File: config.mk
export PLATFORM = sky130hd
export DESIGN_NAME = alt_cell
export DESIGN_NICKNAME = d
export VERILOG_FILES = /design/src/rtl/alt_pkg.sv /design/src/rtl/alt_cell.sv
export SDC_FILE = /design/constraint.sdc
export NUM_CORES = 1
export LEC_CHECK = 0
export ABC_AREA = 1
export ABC_CLOCK_PERIOD_IN_PS = 6500
export BUFFER_PORTS_ARGS = -buffer_cell sky130_fd_sc_hd__buf_2
export CORE_AREA = 2 2 295 297
export CTS_CLUSTER_DIAMETER = 120
export DETAILED_ROUTE_END_ITERATION = 10
export DIE_AREA = 0 0 297 299
export HOLD_SLACK_MARGIN = 0.03
export PLACE_DENSITY_LB_ADDON = 0.1
export SYNTH_ARGS = -nofsm -noshare
export SYNTH_HDL_FRONTEND = slang
export SYNTH_SLANG_ARGS = --single-unit
File: constraint.sdc
create_clock -name clk -period 6.5 [get_ports clk]
set_input_delay 0.65 -clock clk [delete_from_list [all_inputs] [get_ports clk]]
set_output_delay 0.65 -clock clk [all_outputs]
set_load 0.03 [all_outputs]
File: src/rtl/alt_pkg.sv
// ----------------------------------------------------------------------------
// Address lease table package
// Shared types, codes and constants of the lease table and its cells.
// ----------------------------------------------------------------------------
package alt_pkg;

	localparam int DEF_LEASE_SLOTS = 64;
	localparam int DEF_IDX_W       = 6;

	// Offsets below pool_size always fit in seven bits.
	localparam int POOL_OFF_W = 7;
	localparam int POOL_SPAN  = 128;

	localparam logic [2:0] MODE_TICK     = 3'd0;
	localparam logic [2:0] MODE_DISCOVER = 3'd1;
	localparam logic [2:0] MODE_SELECT   = 3'd2;
	localparam logic [2:0] MODE_RENEW    = 3'd3;
	localparam logic [2:0] MODE_RELEASE  = 3'd4;

	localparam logic [1:0] KIND_NONE  = 2'd0;
	localparam logic [1:0] KIND_OFFER = 2'd1;
	localparam logic [1:0] KIND_ACK   = 2'd2;
	localparam logic [1:0] KIND_NAK   = 2'd3;

	localparam logic [1:0] STAT_OK        = 2'd0;
	localparam logic [1:0] STAT_EXHAUSTED = 2'd1;
	localparam logic [1:0] STAT_FULL      = 2'd2;
	localparam logic [1:0] STAT_REFUSED   = 2'd3;

	localparam logic [1:0] CFG_POOL_START     = 2'd0;
	localparam logic [1:0] CFG_POOL_SIZE      = 2'd1;
	localparam logic [1:0] CFG_LEASE_DURATION = 2'd2;

	typedef enum logic [2:0] {
		ST_IDLE,
		ST_INJECT,
		ST_SCAN,
		ST_EVAL,
		ST_WALK,
		ST_FIN
	} state_t;

	typedef struct packed {
		logic [2:0]  mode;
		logic [47:0] client_mac;
		logic [31:0] requested_ip;
	} cmd_t;

	typedef struct packed {
		logic [1:0]  reply_kind;
		logic [31:0] assigned_ip;
		logic [1:0]  status_code;
	} rsp_t;

	// Search key and pool window broadcast to every cell during a scan.
	typedef struct packed {
		logic [47:0] mac;
		logic [31:0] req;
		logic [31:0] pool_start;
		logic [6:0]  pool_size;
	} query_t;

	// Scan token that travels down the chain, one cell per cycle.
	typedef struct packed {
		logic                 tv;
		logic                 mac_hit;
		logic [31:0]          mac_addr;
		logic                 addr_hit;
		logic [47:0]          addr_mac;
		logic [31:0]          addr_stamp;
		logic                 free_hit;
		logic [POOL_SPAN-1:0] taken;
	} scan_t;

	// Broadcast write command; only the addressed cell acts on it.
	typedef struct packed {
		logic        en;
		logic        load_lease;
		logic        load_stamp;
		logic        clear;
		logic [47:0] mac;
		logic [31:0] addr;
		logic [31:0] stamp;
	} cell_wr_t;

endpackage

File: src/rtl/alt_cell.sv
// ----------------------------------------------------------------------------
// Lease cell
// Holds one lease slot and updates the scan token passing through it.
// ----------------------------------------------------------------------------
module alt_cell #(
	parameter int IDX_W    = alt_pkg::DEF_IDX_W,
	parameter int CELL_IDX = 0
) (
	input  logic              clk,
	input  logic              arst_n,
	input  alt_pkg::query_t   query,
	input  alt_pkg::cell_wr_t wr,
	input  logic [IDX_W-1:0]  wr_idx,
	input  alt_pkg::scan_t    tok_in,
	input  logic [IDX_W-1:0]  mac_idx_in,
	input  logic [IDX_W-1:0]  addr_idx_in,
	input  logic [IDX_W-1:0]  free_idx_in,
	output alt_pkg::scan_t    tok_out,
	output logic [IDX_W-1:0]  mac_idx_out,
	output logic [IDX_W-1:0]  addr_idx_out,
	output logic [IDX_W-1:0]  free_idx_out
);

	localparam logic [IDX_W-1:0] MY_IDX = IDX_W'(CELL_IDX);

	logic             valid_q;
	logic [47:0]      mac_q;
	logic [31:0]      addr_q;
	logic [31:0]      stamp_q;
	alt_pkg::scan_t   tok_d;
	alt_pkg::scan_t   tok_q;
	logic [IDX_W-1:0] mi_d, ai_d, fi_d;
	logic [IDX_W-1:0] mi_q, ai_q, fi_q;
	logic [31:0]      own_off;
	logic             sel;

	assign sel     = wr.en && (wr_idx == MY_IDX);
	assign own_off = addr_q - query.pool_start;

	// The first matching cell on the way claims each hit.
	always_comb begin
		tok_d = tok_in;
		mi_d  = mac_idx_in;
		ai_d  = addr_idx_in;
		fi_d  = free_idx_in;
		if (valid_q && mac_q == query.mac && !tok_in.mac_hit) begin
			tok_d.mac_hit  = 1'b1;
			tok_d.mac_addr = addr_q;
			mi_d           = MY_IDX;
		end
		if (valid_q && addr_q == query.req && !tok_in.addr_hit) begin
			tok_d.addr_hit   = 1'b1;
			tok_d.addr_mac   = mac_q;
			tok_d.addr_stamp = stamp_q;
			ai_d             = MY_IDX;
		end
		if (!valid_q && !tok_in.free_hit) begin
			tok_d.free_hit = 1'b1;
			fi_d           = MY_IDX;
		end
		if (valid_q && own_off < 32'(query.pool_size)) begin
			tok_d.taken[own_off[alt_pkg::POOL_OFF_W-1:0]] = 1'b1;
		end
	end

	always_ff @(posedge clk or negedge arst_n) begin
		if (!arst_n) begin
			valid_q <= 1'b0;
			tok_q   <= '0;
			mi_q    <= '0;
			ai_q    <= '0;
			fi_q    <= '0;
		end else begin
			tok_q <= tok_d;
			mi_q  <= mi_d;
			ai_q  <= ai_d;
			fi_q  <= fi_d;
			if (sel && wr.load_lease) begin
				valid_q <= 1'b1;
			end else if (sel && wr.clear) begin
				valid_q <= 1'b0;
			end
		end
	end

	always_ff @(posedge clk) begin
		if (sel && wr.load_lease) begin
			mac_q   <= wr.mac;
			addr_q  <= wr.addr;
			stamp_q <= wr.stamp;
		end else if (sel && wr.load_stamp) begin
			stamp_q <= wr.stamp;
		end
	end

	assign tok_out      = tok_q;
	assign mac_idx_out  = mi_q;
	assign addr_idx_out = ai_q;
	assign free_idx_out = fi_q;

endmodule

== After elaboration in Yosys (flattened, before gate mapping) ==
Cells that the tools add are included.

* Register bits: 375
* Output and inout bits: 262
* Logic and storage cells: 53

* $add $sub $neg: 1
* Order comparisons: 3
* Equality and inequality tests: 2
* Muxes and demuxes: 13
* Bitwise operators: 1
* Reductions and logical operators: 18

{| class="wikitable"
|+ Operator list
! kind !! count
|-
| $mux W128 || 1
|-
| $or A128 B128 Y128 || 1
|-
| $mux W81 || 1
|-
| $mux W32 || 2
|-
| $eq A48 B48 Y1 || 1
|-
| $mux W33 || 1
|-
| $eq A32 B32 Y1 || 1
|-
| $lt A32 B7 Y1 || 1
|-
| $sub A32 B32 Y32 || 1
|-
| $mux W6 || 3
|-
| $logic_and A1 B1 Y1 || 11
|-
| $lt A7 B8 Y1 const B || 1
|-
| $demux W1 S7 || 1
|-
| $ge A7 B1 Y1 const B || 1
|-
| $logic_not A6 Y1 || 1
|-
| $logic_not A1 Y1 || 4
|-
| $mux W1 || 4
|-
| $reduce_bool A2 Y1 || 2
|}

== Longest topological paths before layout ==
* Depth after elaboration: 7
* Depth in mapped cells: 22
* Depth with buffers taken out: 20

== Worst setup path after synthesis ==
No wires, ideal clock.

* Path type: input -> register
* From: in wr_idx[1]
* To: reg addr_q[0] (enable)
* Arrival: 4.471 ns
* Setup slack: 1.508 ns
* Stages: 4
* Cells stage by stage: nor4_1 -> and2_1 -> inv_1 -> nor2_1

* Word-level cells in the longest chain between the ends: 3

{| class="wikitable"
|+ RTL lines
! element !! line !! text
|-
| start, declared || alt_cell.sv:13 || <nowiki>input logic [IDX_W-1:0] wr_idx,</nowiki>
|-
| $logic_not A6 Y1 || alt_cell.sv:37 || <nowiki>assign sel = wr.en && (wr_idx == MY_IDX);</nowiki>
|-
| $logic_and A1 B1 Y1 || alt_cell.sv:37 ||
|-
| $logic_and A1 B1 Y1 || alt_cell.sv:87 || <nowiki>if (sel && wr.load_lease) begin</nowiki>
|-
| end signal, assigned || alt_cell.sv:89 || <nowiki>addr_q <= wr.addr;</nowiki>
|-
| end, declared || alt_cell.sv:28 || <nowiki>logic [31:0] addr_q;</nowiki>
|}

No other way between the ends.
A chain may end at the register's enable or synchronous reset.

==> impl_metrics.tcl <==
set metrics [dict create \
    result_of_the_run "finished, final reports clean" \
    max_slew.worst_pin.slew_ps 1103 \
    power_density_mw_per_mm2 244.3 \
    critical_path_arrival_ps 4760 \
    synth-edff-count 112 \
    maximum_number_of_pins_on_one_net_before_global_route_repair 129 \
    finalSetupViolations 0 \
    post-route-drc-count 0 \
    postSynthRegisterBits 375 \
    layout-drive-gt1-share_pct 29.30 \
    synth_sequential_area_ratio_pct 54.79 \
    hpwlAfterDp_mm 66.75 \
    ranking_of_synthesized_cells_by_area "sky130_fd_sc_hd__dfrtp_1 (36%), sky130_fd_sc_hd__edfxtp_1 (19%), sky130_fd_sc_hd__nand2_1 (13%)" \
    tritoncts "yes" \
    grt_antenna_before_repair 44 \
    nets 3451 \
    cell_taking_the_most_area_after_synthesis "sky130_fd_sc_hd__dfrtp_1" \
    avgRoutedWirePerCell_um 20.65 \
    post_synth_instance_area_mm2 0.01815 \
    timing.fmax_ghz 0.2358 \
    post-place-cells 4014 \
    die_area_mm2 0.08880 \
    syn-mean-instance-area_um2 8.426 \
    global_route.usage.met2_pct 32.50 \
    timing.final.crit_period_ps 4240 \
    start_kind "flop" \
    peakVddDrop_mv 0.1672 \
    fin_worst_skew_ps 26.73 \
    gpl.final_weighted_congestion 0.9114 \
    setup_ws_ps 2260 \
    die-height_um 299 \
    globalRoute.busiestLayer "met2" \
    yosys_most_used_dff "sky130_fd_sc_hd__dfrtp_1" \
    routed_via_density 4.209 \
    numCtsBuffers 47 \
    first_global_vias 17710 \
    setup_total_negative_slack_ps 0 \
    area_share_of_the_largest_cell_type_after_synthesis_pct 36.26 \
    leakage_uw 0.01307 \
    placement.io_buffers 766 \
    congestion_overflow_gr 0 \
    cts_root_buffer "sky130_fd_sc_hd__clkbuf_16" \
    firstDrtPassIters 6 \
    global_route.usage.total_pct 18.55 \
    critical_path.max_fanout 36 \
    clk-insertion-delay-late_ps 600 \
    clockBufferDepth 3 \
    number_of_hold_buffers_added_after_cts 0 \
    max-cap-violations 0 \
    cp.required_ps 7020 \
    cts.repair_timing.setup_buffer_count 0 \
    ys.warnings.count 0 \
    grt_pass1_wl_mm 122.2 \
    met1_usage_pct 22.38 \
    pin_count 767 \
    die_width_um 297 \
    synth_nets 2697 \
    final_max_slew_viol_count 0 \
    grt_setup_unrepaired "false" \
    timing.setup.critical_path_class "flop to flop" \
    async_flop_share_pct 70.13 \
    hold_viol 0 \
    crit_path_end_kind "flop" \
    hold_class "primary input to asynchronous set/reset pin" \
    maxSlewHeadroom_pct 26.32 \
    final_min_period_over_clock_period_pct 65.24 \
    clock_sinks 375 \
    antenna_violating_nets_post_route 0 \
    floorplan.initialDensity_pct 21.12 \
    placeableCoreArea_mm2 0.08594 \
    syn_to_final_growth_pct 36.00 \
    ctsHtreeMaxLevel 2 \
    placement.setup.worst_slack_ps 2118 \
    vias_after_detailed_routing 17280 \
    clock_transition_at_path_regs_ps 60 \
    totalWireLength_mm 84.77 \
    netlist_instances 2154 \
    layout.cells.non_filler 4105 \
    rows 108 \
    cts-resized-gates 0 \
    yosys.cell_types.count 39 \
    grt.met3_usage_pct 5.845 \
    drtIter0Drc 864 \
]
## cell families (layout without fill, tap and decap cells)
group                    count (synthesis)  in the layout  share of synthesized area, %
AND/OR/NAND/NOR                       1043           1043                         24.39
other                                    0              5                             0
buffers and inverters                  496           1287                         11.42
AO/OA/AOI/OAI                          165            165                         4.950
XOR/XNOR                                37             37                         1.786
flip-flops                             375            375                         54.79
adder cells (fa/ha/maj)                 38             38                         2.661
## power breakdown
part	leakage (µW)	switching, µW	internal [µW]
clock	0.000747	1120	1510
sequential	0.00407	30.4	2520
combinational	0.00826	578	274
total	0.0131	1730	4300
## critical path: stages (launching register included)
cell and delay, ps:
sky130_fd_sc_hd__edfxtp_1 400, sky130_fd_sc_hd__inv_1 170, sky130_fd_sc_hd__ha_1 210, sky130_fd_sc_hd__inv_1 100, sky130_fd_sc_hd__fa_1 420, sky130_fd_sc_hd__nand2_1 110
sky130_fd_sc_hd__nand2_1 80, sky130_fd_sc_hd__and2_1 180, sky130_fd_sc_hd__xor2_1 310, sky130_fd_sc_hd__ha_1 300, sky130_fd_sc_hd__nand3_1 80, sky130_fd_sc_hd__nand2_1 50
sky130_fd_sc_hd__nand2_1 50, sky130_fd_sc_hd__nand2_1 50, sky130_fd_sc_hd__nor2_1 90, sky130_fd_sc_hd__nand2_1 90, sky130_fd_sc_hd__nor2_4 760, sky130_fd_sc_hd__buf_4 440
sky130_fd_sc_hd__nand4_1 130, sky130_fd_sc_hd__nand2_1 110
## registers in the layout (all words and copies together), names as in the netlist
signal / cells
mac_q: 48
tok_out: 244
addr_q: 32
valid_q: 1
stamp_q: 32
free_idx_out: 6
mac_idx_out: 6
addr_idx_out: 6
## metal layers
metal / wire length [µm] / vias up
met5: 326 / -
li1: - / 8265
met4: 1519 / 48
met2: 42000 / 640
met1: 34230 / 8189
met3: 6690 / 135
## cell type report
cell class                      count  area [µm²]
Antenna cell                        5       12.51
Clock buffer                       70        1333
Clock inverter                     16       186.4
Fill cell                        9540       61260
Inverter                          421        1580
Multi-Input combinational cell   1283        6182
Sequential cell                   375        9945
Tap cell                         1155        1445
Timing Repair Buffer              780        3999
## path summary, 6_finish.rpt
kind,start,endpoint,slack [ps],depth (start not counted)
max in group asynchronous,arst_n,valid_q,4940,2
min,arst_n,tok_out[27],140,1
min in group clk,tok_in[243],tok_out[243],180,1
min reg2reg,stamp_q[1],tok_out[130],520,2
max,addr_q[0],tok_out[43],2260,19
max reg2reg,addr_q[0],tok_out[43],2260,19
## cell usage after synthesis (all sizes together) (5+ instances only)
master and count:
xnor2 10, nor3 6, nor4 9, nand3 45, nand4 139, clkbuf 32
a21oi 25, xor2 27, or2 5, edfxtp 112, a221oi 5, inv 421
nand3b 8, ha 37, nor2 215, o22ai 12, dfrtp 263, nand2 610
o21ai 111, buf 43
## metrics by stage
step	utilization, %	instance area (µm²)	hold WS [ps]	total power [µW]
final	28.72	24680	138.8	6030
after global routing	28.71	24680	141.8	6309
after CTS	28.71	24670	125.3	6148
after detailed placement	26.94	23150	504.1	3463
after global placement	26.94	23150	498.4	3465
after floorplan	-	18150	354.4	3021
## placed cells by master, fill, tap and decap left out, types with 25 or more instances in the layout
master	count
sky130_fd_sc_hd__nand2_1	607
sky130_fd_sc_hd__dfrtp_1	263
sky130_fd_sc_hd__o21ai_0	110
sky130_fd_sc_hd__ha_1	37
sky130_fd_sc_hd__inv_1	421
sky130_fd_sc_hd__nand3_1	43
sky130_fd_sc_hd__xor2_1	27
sky130_fd_sc_hd__nand4_1	139
sky130_fd_sc_hd__clkbuf_16	47
sky130_fd_sc_hd__edfxtp_1	112
sky130_fd_sc_hd__nor2_1	210
sky130_fd_sc_hd__a21oi_1	25
sky130_fd_sc_hd__buf_2	765
(Power assumes the default switching activity.)
